### src/rtl/ethernet_header_classifier_unit_macros.svh
// ----------------------------------------------------------------------------
// ethernet header classifier assertion macros
// shared concurrent assertion forms, clocked on the rising edge, reset low
// ----------------------------------------------------------------------------
`ifndef ETHERNET_HEADER_CLASSIFIER_UNIT_MACROS_SVH
`define ETHERNET_HEADER_CLASSIFIER_UNIT_MACROS_SVH

// same-cycle implication
`define EHC_ASSERT_IMPL(label, clk, rst_n, ante, cons) \
    label: assert property (@(posedge clk) disable iff (!rst_n) (ante) |-> (cons)) \
        else $error("ehc assertion failed");

// next-cycle implication
`define EHC_ASSERT_NEXT(label, clk, rst_n, ante, cons) \
    label: assert property (@(posedge clk) disable iff (!rst_n) (ante) |=> (cons)) \
        else $error("ehc assertion failed");

`endif

### src/rtl/ehc_pkg.sv
// ----------------------------------------------------------------------------
// ehc_pkg
// shared types and constants of the ethernet header classifier
// ----------------------------------------------------------------------------
package ehc_pkg;

    localparam int HEADER_BYTES = 42;
    localparam int COUNT_W      = 6;
    localparam logic [COUNT_W-1:0] COUNT_MAX = 6'd63;

    localparam logic [COUNT_W-1:0] LEN_ETH  = 6'd14;
    localparam logic [COUNT_W-1:0] LEN_IPV4 = 6'd34;
    localparam logic [COUNT_W-1:0] LEN_ARP  = 6'd42;
    localparam logic [COUNT_W-1:0] LEN_UDP  = 6'd42;
    localparam logic [COUNT_W-1:0] LEN_TCP  = 6'd54;

    localparam logic [15:0] ETYPE_IPV4 = 16'h0800;
    localparam logic [15:0] ETYPE_ARP  = 16'h0806;
    localparam logic [7:0]  PROTO_TCP  = 8'd6;
    localparam logic [7:0]  PROTO_UDP  = 8'd17;

    localparam int SUMMARY_BITS = 233;
    localparam int TDATA_W      = ((SUMMARY_BITS + 7) / 8) * 8;
    localparam int TUSER_W      = 2;

    typedef enum logic [1:0] {
        CLASS_RUNT = 2'd0,
        CLASS_ETH  = 2'd1,
        CLASS_IPV4 = 2'd2,
        CLASS_ARP  = 2'd3
    } frame_class_t;

    typedef logic [7:0] hdr_byte_t;
    typedef hdr_byte_t [HEADER_BYTES-1:0] hdr_store_t;

    // frame end marker handed from capture to classify
    typedef struct packed {
        logic               valid;
        logic [COUNT_W-1:0] len;
    } frame_end_t;

    typedef struct packed {
        frame_class_t frame_class;
        logic [47:0]  dst_mac;
        logic [47:0]  src_mac;
        logic [15:0]  ether_type;
        logic [7:0]   ip_proto;
        logic [31:0]  src_ip;
        logic [31:0]  dst_ip;
        logic         ports_valid;
        logic [15:0]  l4_sport;
        logic [15:0]  l4_dport;
        logic [15:0]  arp_op;
    } summary_t;

endpackage

### src/rtl/ehc_capture.sv
// ----------------------------------------------------------------------------
// ehc_capture
// byte counter, header byte store and end-of-frame marker
// ----------------------------------------------------------------------------
`include "ethernet_header_classifier_unit_macros.svh"

module ehc_capture
    import ehc_pkg::*;
(
    input  logic       clk,
    input  logic       rst_n,
    input  logic       in_valid,
    output logic       in_ready,
    input  logic [7:0] data_byte,
    input  logic       last_byte,
    input  logic       out_free,
    output hdr_store_t store,
    output frame_end_t frame_end
);

    logic [COUNT_W-1:0] count_reg;
    logic [COUNT_W-1:0] count_next;
    logic [COUNT_W-1:0] count_inc;
    hdr_store_t         store_reg;
    frame_end_t         end_reg;
    frame_end_t         end_next;
    logic               accept;
    logic               advance;

    // a pending frame end blocks input only while the result slot is full
    assign in_ready = !end_reg.valid || out_free;
    assign accept   = in_valid && in_ready;
    assign advance  = end_reg.valid && out_free;

    assign count_inc = (count_reg == COUNT_MAX) ? COUNT_MAX : count_reg + 1'b1;

    always_comb
    begin
        count_next = count_reg;
        end_next   = end_reg;
        if (advance)
        begin
            end_next.valid = 1'b0;
        end
        if (accept)
        begin
            count_next = last_byte ? '0 : count_inc;
            if (last_byte)
            begin
                end_next.valid = 1'b1;
                end_next.len   = count_inc;
            end
        end
    end

    always_ff @(posedge clk or negedge rst_n)
    begin
        if (!rst_n)
        begin
            count_reg <= '0;
            end_reg   <= '0;
        end
        else
        begin
            count_reg <= count_next;
            end_reg   <= end_next;
        end
    end

    // bytes past the header are dropped
    always_ff @(posedge clk)
    begin
        for (int i = 0; i < HEADER_BYTES; i++)
        begin
            if (accept && count_reg == COUNT_W'(i))
            begin
                store_reg[i] <= data_byte;
            end
        end
    end

    assign store     = store_reg;
    assign frame_end = end_reg;

    `EHC_ASSERT_NEXT(a_last_clears_count, clk, rst_n, accept && last_byte, count_reg == '0)
    `EHC_ASSERT_IMPL(a_stall_holds_input, clk, rst_n, end_reg.valid && !out_free, !in_ready)
    `EHC_ASSERT_IMPL(a_end_len_nonzero, clk, rst_n, end_reg.valid, end_reg.len != '0)

endmodule

### src/rtl/ehc_classify.sv
// ----------------------------------------------------------------------------
// ehc_classify
// decodes the stored header into the frame summary
// ----------------------------------------------------------------------------
module ehc_classify
    import ehc_pkg::*;
(
    input  hdr_store_t         store,
    input  logic [COUNT_W-1:0] len,
    output summary_t           summary
);

    logic [15:0] etype;
    logic [7:0]  proto;

    assign etype = {store[12], store[13]};
    assign proto = store[23];

    always_comb
    begin
        summary = '0;
        summary.frame_class = CLASS_RUNT;
        if (len >= LEN_ETH)
        begin
            summary.frame_class = CLASS_ETH;
            summary.dst_mac     = {store[0], store[1], store[2],
                                   store[3], store[4], store[5]};
            summary.src_mac     = {store[6], store[7], store[8],
                                   store[9], store[10], store[11]};
            summary.ether_type  = etype;
            if (etype == ETYPE_IPV4 && len >= LEN_IPV4)
            begin
                summary.frame_class = CLASS_IPV4;
                summary.ip_proto    = proto;
                summary.src_ip      = {store[26], store[27], store[28], store[29]};
                summary.dst_ip      = {store[30], store[31], store[32], store[33]};
                // ports sit right after a minimal ip header, options ignored
                if ((proto == PROTO_TCP && len >= LEN_TCP) ||
                    (proto == PROTO_UDP && len >= LEN_UDP))
                begin
                    summary.ports_valid = 1'b1;
                    summary.l4_sport    = {store[34], store[35]};
                    summary.l4_dport    = {store[36], store[37]};
                end
            end
            else if (etype == ETYPE_ARP && len >= LEN_ARP)
            begin
                summary.frame_class = CLASS_ARP;
                summary.src_ip      = {store[28], store[29], store[30], store[31]};
                summary.dst_ip      = {store[38], store[39], store[40], store[41]};
                summary.arp_op      = {store[20], store[21]};
            end
        end
    end

endmodule

### src/rtl/ethernet_header_classifier_unit.sv
// ----------------------------------------------------------------------------
// ethernet_header_classifier_unit
// classifies ethernet frames and reports mac, ipv4, arp and port fields
//
//   channel  dir  word                         per word
//   s_axis   in   one frame byte, tlast = end  every cycle unless stalled
//   m_axis   out  one summary per frame        from the result register
//
// one byte is taken per cycle unless input stalls; the frame end marker registers the
// last byte, then the summary of the frame is loaded into the result register
// the byte store and frame end marker feed a single decode stage into the result register
// reset clears the counter, the frame end marker and the result valid
// input stalls only when a frame end waits and the result register is held
// ----------------------------------------------------------------------------
`include "ethernet_header_classifier_unit_macros.svh"

module ethernet_header_classifier_unit
    import ehc_pkg::*;
(
    input  logic               clk,
    input  logic               rst_n,
    input  logic               s_axis_tvalid,
    output logic               s_axis_tready,
    input  logic [7:0]         s_axis_tdata,   // [7:0] data_byte
    input  logic               s_axis_tlast,
    output logic               m_axis_tvalid,
    input  logic               m_axis_tready,
    // [47:0] dst_mac, [95:48] src_mac, [111:96] ether_type, [119:112] ip_proto,
    // [151:120] src_ip, [183:152] dst_ip, [184] ports_valid,
    // [200:185] l4_sport, [216:201] l4_dport, [232:217] arp_op, rest zero
    output logic [TDATA_W-1:0] m_axis_tdata,
    output logic [TUSER_W-1:0] m_axis_tuser    // [1:0] frame_class
);

    hdr_store_t store;
    frame_end_t frame_end;
    summary_t   summary;
    summary_t   result_reg;
    logic       out_valid_reg;
    logic       out_valid_next;
    logic       out_free;
    logic       load;

    assign out_free = !out_valid_reg || m_axis_tready;
    assign load     = frame_end.valid && out_free;

    ehc_capture u_capture (
        .clk       (clk),
        .rst_n     (rst_n),
        .in_valid  (s_axis_tvalid),
        .in_ready  (s_axis_tready),
        .data_byte (s_axis_tdata),
        .last_byte (s_axis_tlast),
        .out_free  (out_free),
        .store     (store),
        .frame_end (frame_end)
    );

    ehc_classify u_classify (
        .store   (store),
        .len     (frame_end.len),
        .summary (summary)
    );

    always_comb
    begin
        out_valid_next = out_valid_reg;
        if (load)
        begin
            out_valid_next = 1'b1;
        end
        else if (m_axis_tready)
        begin
            out_valid_next = 1'b0;
        end
    end

    always_ff @(posedge clk or negedge rst_n)
    begin
        if (!rst_n)
        begin
            out_valid_reg <= 1'b0;
        end
        else
        begin
            out_valid_reg <= out_valid_next;
        end
    end

    always_ff @(posedge clk)
    begin
        if (load)
        begin
            result_reg <= summary;
        end
    end

    assign m_axis_tvalid = out_valid_reg;
    assign m_axis_tuser  = result_reg.frame_class;
    assign m_axis_tdata  = {{(TDATA_W - SUMMARY_BITS){1'b0}},
                            result_reg.arp_op, result_reg.l4_dport, result_reg.l4_sport,
                            result_reg.ports_valid, result_reg.dst_ip,
                            result_reg.src_ip, result_reg.ip_proto,
                            result_reg.ether_type, result_reg.src_mac,
                            result_reg.dst_mac};

    `EHC_ASSERT_IMPL(a_runt_all_zero, clk, rst_n, m_axis_tvalid && m_axis_tuser == CLASS_RUNT, m_axis_tdata == '0)
    `EHC_ASSERT_IMPL(a_ports_need_ipv4, clk, rst_n, m_axis_tvalid && result_reg.ports_valid, m_axis_tuser == CLASS_IPV4)
    `EHC_ASSERT_IMPL(a_arp_op_needs_arp, clk, rst_n, m_axis_tvalid && result_reg.arp_op != '0, m_axis_tuser == CLASS_ARP)

endmodule
### config.mk
export PLATFORM = sky130hd
export DESIGN_NAME = ethernet_header_classifier_unit
export DESIGN_NICKNAME = d
export VERILOG_FILES = /design/src/rtl/ehc_pkg.sv /design/src/rtl/ehc_capture.sv /design/src/rtl/ehc_classify.sv /design/src/rtl/ethernet_header_classifier_unit.sv
export VERILOG_INCLUDE_DIRS = /design/src /design/src/rtl
export SDC_FILE = /design/constraint.sdc
export NUM_CORES = 1
export LEC_CHECK = 0
export ABC_AREA = 1
export BUFFER_PORTS_ARGS = -buffer_cell sky130_fd_sc_hd__clkbuf_2
export CORE_UTILIZATION = 35
export CTS_BUF_LIST = sky130_fd_sc_hd__clkbuf_8
export DETAILED_ROUTE_END_ITERATION = 8
export PLACE_DENSITY = 0.52
export REMOVE_ABC_BUFFERS = 1
export SYNTH_ARGS = -nofsm -noshare
export SYNTH_HDL_FRONTEND = slang
export SYNTH_HIERARCHICAL = 1
export SYNTH_SLANG_ARGS = --single-unit
### constraint.sdc
create_clock -name clk -period 30.7 [get_ports clk]
set_clock_uncertainty 0.1 [all_clocks]
set_input_delay 1.535 -clock clk [delete_from_list [all_inputs] [get_ports clk]]
set_output_delay 1.535 -clock clk [all_outputs]
set_load 0.05 [all_outputs]
Word level (Yosys, flattened, before mapping)

Index checks and enable logic that the tools add are counted.

Register bits: 513
Bits of input ports: 13
Logic and storage cells: 156

Add/sub/neg operators: 1
Magnitude comparators: 4
Eq/ne operators: 37
Mux-type cells: 12
Bitwise gates (word level): 2
Reductions and logical operators: 51

Operators with widths:

| operator                                               | count |
|---|---|
| two-way mux 64 bit                                     | 2 |
| equality test 6 bit (second input constant)            | 11 |
| equality test 6 x 5 -> 1 bit (second input constant)   | 9 |
| logical AND 1 bit                                      | 39 |
| equality test 6 x 4 -> 1 bit (second input constant)   | 6 |
| two-way mux 33 bit                                     | 1 |
| equality test 16 x 12 -> 1 bit (second input constant) | 2 |
| equality test 6 x 3 -> 1 bit (second input constant)   | 4 |
| >= comparator 6 bit (second input constant)            | 3 |
| two-way mux 7 bit                                      | 2 |
| equality test 6 x 2 -> 1 bit (second input constant)   | 2 |
| two-way mux 6 bit                                      | 2 |
| equality test 8 x 3 -> 1 bit (second input constant)   | 1 |
| equality test 8 x 5 -> 1 bit (second input constant)   | 1 |
| adder 6 x 1 -> 6 bit (second input constant)           | 1 |
| equality test 6 x 1 -> 1 bit (second input constant)   | 1 |
| >= comparator 6 x 4 -> 1 bit (second input constant)   | 1 |
| zero test 6 bit                                        | 1 |
| two-way mux 2 bit                                      | 2 |
| AND reduction 2 bit                                    | 2 |
| logical OR 1 bit                                       | 3 |
| two-way mux 1 bit                                      | 3 |
| AND reduction 3 bit                                    | 1 |
| OR reduction 3 bit                                     | 1 |
| 4 further kinds                                        | 6 |

Longest topological paths before layout

Gate-level depths: netlist (run 1).

Depth after elaboration: 6
Gate-level depth with buffers: 10
Mapped depth without buffers: 9

By module

The synthesis (run 1) kept the hierarchy.

By module, submodules not included:

| module                          | times used | cells each | area each (sq um) | sequential area each (sq um) |
|---|---|---|---|---|
| ehc_capture                     | 1          | 491        | 11128.2           | 10415.0 |
| ethernet_header_classifier_unit | 1          | 249        | 7158.1            | 7081.8 |
| ehc_classify                    | 1          | 718        | 2935.3            | 0.0 |

Least setup slack after synthesis (run 1)

Ideal clock, no wire load.

Path kind: input port to flip-flop
From: in m_axis_tready
To: reg result_reg, in the netlist m_axis_tdata[0] (enable)
Library setup time: 0.909 ns
Arrival time: 12.783 ns
Data required time: 29.691 ns
Setup slack: 16.908 ns
Stages: 2
Path through: inv_1 > a21oi_1

Word-level cells in the longest chain between the ends: 2

RTL lines:

| element                | line                                  | source |
|---|---|---|
| start: declaration     | ethernet_header_classifier_unit.sv:27 | `input logic m_axis_tready,` |
| logical OR 1 bit       | ethernet_header_classifier_unit.sv:44 | `assign out_free = !out_valid_reg \|\| m_axis_tready;` |
| logical AND 1 bit      | ethernet_header_classifier_unit.sv:45 | `assign load = frame_end.valid && out_free;` |
| net load               | ethernet_header_classifier_unit.sv:42 | `logic load;` |
| end signal: assignment | ethernet_header_classifier_unit.sv:94 | `result_reg <= summary;` |
| end: declaration       | ethernet_header_classifier_unit.sv:38 | `summary_t result_reg;` |

The timed path passes the listed nets, and every way through them passes these cells.
A chain may end at the register's enable or synchronous reset.

Worst setup path in the final report (run 1)

From: in m_axis_tready
To: reg result_reg, in the netlist m_axis_tdata[42] (enable)

Same word-level chain as after synthesis.

==> impl_results.md, run 1 <==
* Status: finished, final reports clean
* Top delay family on crit path: buffers and inverters
* # fillers at 5054
* Finish-stage setup viols at 0
* Slowest library cell on the worst path: buf_4
* Syn_area_per_cell at roughly 14 um2
* Die area at approximately 55000 um2
* Mapped Area at approximately 19000 um2
* Final Hold Viols at 0
* Ant diodes at 0
* Standard-cell row count at 85
* Vias in the first global route at about 11000
* First DRT Iteration DRCs at roughly 820
* Avg Vias per Cell at roughly 4.4
* Gpl congestion at 0.749
* Layout Nets at between 1500 and 2000
* Power per cell area at ~66 nW/um2
* First-pass GRT wire length at 64800 um
* Cell Chain, Critical Path: clkbuf_2, inv_1, a21oi_4, buf_4, buf_4
* Max_cap viols at 0
* Clk sinks at 512
* Max reg flops at ~260
* Post-route ant nets at 0
* Congestion Overflow GR at 0
* Startpoint Class: input port
* Least-Margin Pin Slew at about 1100 ps
* Horiz. Die Dim at around 230 um
* Wire per inst at around 18 um
* Skew-Pair Late Insertion Delay at between 600 and 700 ps
* Ratio of cells with drive above 1 in the final layout at 22.6%
* Highest Clock Rate at about 250 MHz
* Total Wirelength at ~43000 um
* Largest net degree at the start of global routing at 75
* First-pass DRT Iterations at 5
* Core footprint at about 54000 um2
* Post-CTS sizing at 0
* Slew Limit Fails at 0
* Clock Path Buffers at 3
* Initial antenna violation count at 1
* Most used cell, CP: buf_4
* Number of buffers added on ports at 249
* Storage cell area at 15300 um2
* Final cycle utilization of the critical path at 13.3%
* IO Count at ~260
* Crit path buf inv count at 4
* P&R area growth vs syn at 18.7%
* Slew Limit Headroom at 29.2%
* Unrepaired setup endpoints after global routing: false
* Synth warn at 6
* Num CTS Buffers at 87
* Initial cell density of the core at between 30% and 40%
* WS Path Type: input port to flip-flop
* Crit path DAT at between 4000 and 5000 ps
* Hold Path Class: flip-flop to flip-flop
* Vias at 10642
* Final min period at a little over 4000 ps
* Hpwl dp at around 26000 um
* Syn Inst Count at around 1400
* H-tree depth at 3
* CTS clk-pin slew, worst paths at 60 ps
* Total track usage at around 16%
* Post-CTS setup buffers at 0
* CP required at just over 30000 ps
* Leak at about 9.4 nW
* Multi-input combinational cell area at roughly 2500 um2
* Highest cell delay on the worst timing path at 830 ps
* Power Total at 0.00148 W
* Worst IR Drop VDD at about 0.027 mV
* Worst Path Max Fanout at 73
* Hold buffer count at cts at 0
* CTS tree: yes
* Crit. End Element: flip-flop
* Root buffer cell: clkbuf_8
* Fin Setup TNS at 0 ps
* Die Span Y at roughly 230 um
* Drt drc at 0
## path summary, 6_finish.rpt
kind,startpoint,endpoint,slack [ps],depth (start not counted)
worst max-delay path,m_axis_tready,m_axis_tdata[42],26630,5
worst min-delay path,u_capture/store[95],m_axis_tdata[55],430,2
min in group asynchronous,rst_n,u_capture/frame_end[4],690,1
worst min register to register,u_capture/store[95],m_axis_tdata[55],430,2
worst max register to register,u_capture/frame_end[6],m_axis_tdata[42],27190,4
max in group asynchronous,rst_n,u_capture/count_reg[3],29510,1
## metrics by stage
step | utilization, % | setup slack, ps | instance area, um2 | instances | hold WS, ps
after floorplan | - | 16910 | 18700 | 1327 | 386
after global placement | 39.0 | 25980 | 20900 | 2280 | 419
after detailed placement | 39.0 | 25930 | 20900 | 2280 | 418
after CTS | 42.0 | 26650 | 22500 | 2440 | 438
after global routing | 42.0 | 26410 | 22500 | 2440 | 459
final | 42.0 | 26630 | 22500 | 2440 | 435
## report_power, final
group          switching (W)  leakage [nW]  internal, W
sequential         0.0000104          4.82     0.000793
combinational       0.000102          3.66    0.0000159
clock               0.000269         0.950     0.000295
total               0.000381          9.43      0.00110
## layout make-up
cell class	count	share of cell area (%)
inverters	253	4.24
well taps	696	3.86
repair buffers	257	5.80
clock inverters	68	1.52
clock buffers	92	5.62
multi-input cells	562	11.0
flip-flops and latches	512	67.9
## layer usage
metal | global-route usage (%) | up-vias | wire [um]
li1 | - | 5128 | -
met2 | 25.3 | 299 | 20800
met3 | 3.74 | 65 | 2320
met5 | 0 | - | 17
met1 | 20.9 | 5148 | 19200
met4 | 5.86 | 2 | 859
## tightest hold or removal path, stage by stage (launching register included)
cell,delay [ps]
edfxtp_1,320
inv_1,40
nor2_1,80
## cell usage in the layout, fill, tap and decap left out, types with 9 or more instances in the layout
cell / instances
inv_1: 281
clkbuf_2: 249
dfrtp_1: 13
nor2_1: 247
nand3_1: 9
a21oi_1: 33
clkinv_2: 11
nand2_1: 192
clkinv_1: 17
clkbuf_8: 92
nand4_1: 33
edfxtp_1: 499
Note: power is estimated with default switching activity, not from simulation.
==> run 2: changes to the inputs <==
==> constraint.sdc (replaced) <==
create_clock -name clk -period 3.81 [get_ports clk]
set_clock_uncertainty 0.1 [all_clocks]
set_input_delay 0.1905 -clock clk [delete_from_list [all_inputs] [get_ports clk]]
set_output_delay 0.1905 -clock clk [all_outputs]
set_load 0.05 [all_outputs]
==> impl_results.md, run 2 (synthesis gave the netlist of run 1 again) <==
* Clk sinks at 512 (unchanged)
* Core footprint at 53700 um2 (unchanged)
* Final Hold Viols at 0 (unchanged)
* Clock Path Buffers at 3 (unchanged)
* Drt drc at 0 (unchanged)
* Placed Cells at 2284 (was 2280)
* CTS clk-pin slew, worst paths at 60 ps (about the same)
* WS Path Type: flip-flop to flip-flop (was input port to flip-flop)
* CP required at 4060 ps (was 30860 ps)
* Met1 usage at 20.8% (was 20.9%)
* Hold Path Origin: s_axis_tdata[1] (was u_capture/store[95])
* Critical Path Start: u_capture/frame_end[1] (was m_axis_tready)
* Hpwl dp at 25300 um (was 25900 um)
* Hold Path Class: input port to flip-flop (was flip-flop to flip-flop)
* P&R area growth vs syn at 19.6% (was 18.7%)
* Skew-Pair Late Insertion Delay at 660 ps (about the same)
* Top delay family on crit path: buffers and inverters (unchanged)
* Largest net degree at the start of global routing at 102 (was 75)
* Storage cell area at 15300 um2 (unchanged)
* Ant diodes at 0 (unchanged)
* Post-route cell area at 22700 um2 (was 22500 um2)
* First-pass GRT wire length at 64500 um (was 64800 um)
* Post-route ant nets at 0 (unchanged)
* WHS Path Cells at 2 (unchanged)
* Die Span Y at 235 um (unchanged)
* Busiest grt layer: met2 (unchanged)
* Congestion Overflow GR at 0 (unchanged)
* Avg Vias per Cell at 4.40 (was 4.36)
* First-pass DRT Iterations at 5 (unchanged)
* Finish-stage setup viols at 0 (unchanged)
* Post-CTS sizing at 0 (unchanged)
* Ratio of cells with drive above 1 in the final layout at 22.5% (was 22.6%)
* Standard-cell row count at 85 (unchanged)
* Reg-to-reg slack, setup at 1120 ps (was 27190 ps)
* Leak at 9.51 nW (was 9.43 nW)
* Die area at 55200 um2 (unchanged)
* Wire per inst at 17.6 um (was 17.7 um)
* Highest cell delay on the worst timing path at 840 ps (was 830 ps)
* Startpoint Class: flip-flop (was input port)
* Layout Nets at 1703 (was 1690)
* Crit path DAT at 2940 ps (was 4230 ps)
* Total Wirelength at 43300 um (was 43100 um)
* CTS tree: yes (unchanged)
* Gpl congestion at 0.797 (was 0.749)
* Vias in the first global route at 10638 (was 10702)
* Multi-input combinational cell area at 2480 um2 (unchanged)
* Max_cap viols at 0 (unchanged)
* Max reg flops at 264 (unchanged)
* Number of buffers added on ports at 249 (unchanged)
* Most common cell after layout, fill and taps aside: edfxtp_1 (unchanged)
* Initial antenna violation count at 1 (unchanged)
* Crit. End Element: flip-flop (unchanged)
* IO Count at 257 (unchanged)
* Cell Chain, Critical Path: nor2_1, nand2_1, nand2_1, inv_2, nand3_2, nand2_2, inv_2, nor2_1 (was clkbuf_2, inv_1, a21oi_4, buf_4, buf_4)
* Slowest library cell on the worst path: inv_2 (was buf_4)
* Most frequent cells in the layout: edfxtp_1, inv_1, clkbuf_2 (unchanged)
* Crit path buf inv count at 2 (was 4)
* H-tree depth at 3 (unchanged)
* Worst IR Drop VDD at 0.230 mV (was 0.0271 mV)
* Status: finished, final reports clean (unchanged)
* Power per cell area at 529 nW/um2 (was 65.9 nW/um2)
* Hold WS at 62.4 ps (was 435 ps)
* Fin cells at 2454 (was 2440)
* Reg-to-Reg Start: u_capture/frame_end[1] (was u_capture/frame_end[6])
* Hold buffer count at cts at 8 (was 0)
* Horiz. Die Dim at 235 um (unchanged)
* Unrepaired setup endpoints after global routing: false (unchanged)
* Least-Margin Pin Slew at 1160 ps (was 1060 ps)
* Slew Limit Headroom at 22.3% (was 29.2%)
* First DRT Iteration DRCs at 734 (was 821)
* Vias at 10804 (was 10642)
* Root buffer cell: clkbuf_8 (unchanged)
* GR Util met2 at 25.6% (was 25.3%)
* Slew Limit Fails at 0 (unchanged)
* Stages on the worst setup path at 8 (was 5)
* Reg2reg path depth at 8 (was 4)
* Final cycle utilization of the critical path at between 70 and 80%
* Highest Clock Rate at roughly 370 MHz
* Num CTS Buffers at 88 (was 87)
* Total track usage at 15.8% (about the same)
* Initial cell density of the core at 35.4% (unchanged)
* Placed cell area at 21000 um2 (was 20900 um2)
* Grt met3 use at 3.42% (was 3.74%)
* # fillers at 5013 (was 5054)
* Worst Path Max Fanout at 64 (was 73)
* Post-CTS setup buffers at 0 (unchanged)
* Final min period at between 2000 and 3000 ps
[run 2: changes by cell type in the layout (fill, tap and decap cells not counted)]
cell	previous run	this run
dlygate4sd3_1	0	8
buf_12	0	4
clkinv_1	17	21
clkinv_2	11	7
clkbuf_8	92	95
inv_6	2	0
clkinv_4	2	1
clkinvlp_4	2	3
inv_1	281	282
[run 2: where the power goes]
| group | switching, W | internal [W] |
|---|---|---|
| logic | 0.000828 | 0.000143 |
| registers | 0.0000862 | 0.00639 |
| clock network | 0.00214 | 0.00242 |
| total | 0.00306 | 0.00895 |
[run 2: area by class of cell]
cell class / instances / share of cell area, %
multi-input cells: 562 / 10.9
clock inverters: 67 / 1.42
repair buffers: 269 / 6.46
inverters: 253 / 4.21
clock buffers: 95 / 5.76
flip-flops and latches: 512 / 67.4
well taps: 696 / 3.83
[run 2: metal layers]
metal / vias up / share of wire, %
li1: 5149 / -
met1: 5255 / 45
met2: 334 / 48
met3: 66 / 5.1
met4: 0 / 2.0
met5: - / 0
[run 2: metrics by stage]
step / setup TNS [ps] / utilization [%] / total power, W / setup slack (ps)
2_1_floorplan: -2152290 / - / 0.00731 / -9160
3_3_place_gp: 0 / 39.1 / 0.00757 / 1130
3_5_place_dp: 0 / 39.1 / 0.00758 / 1080
4_1_cts: 0 / 42.3 / 0.0122 / 1080
5_1_grt: 0 / 42.3 / 0.0125 / 856
6_report: 0 / 42.3 / 0.0120 / 1120
[run 2: final timing paths]
path,endpoint
setup / recovery,m_axis_tdata[158]
hold / removal,u_capture/store[305]
setup reg to reg,m_axis_tdata[158]
hold reg to reg,m_axis_tdata[51]
max in group asynchronous,u_capture/count_reg[5]
min in group asynchronous,u_capture/frame_end[6]
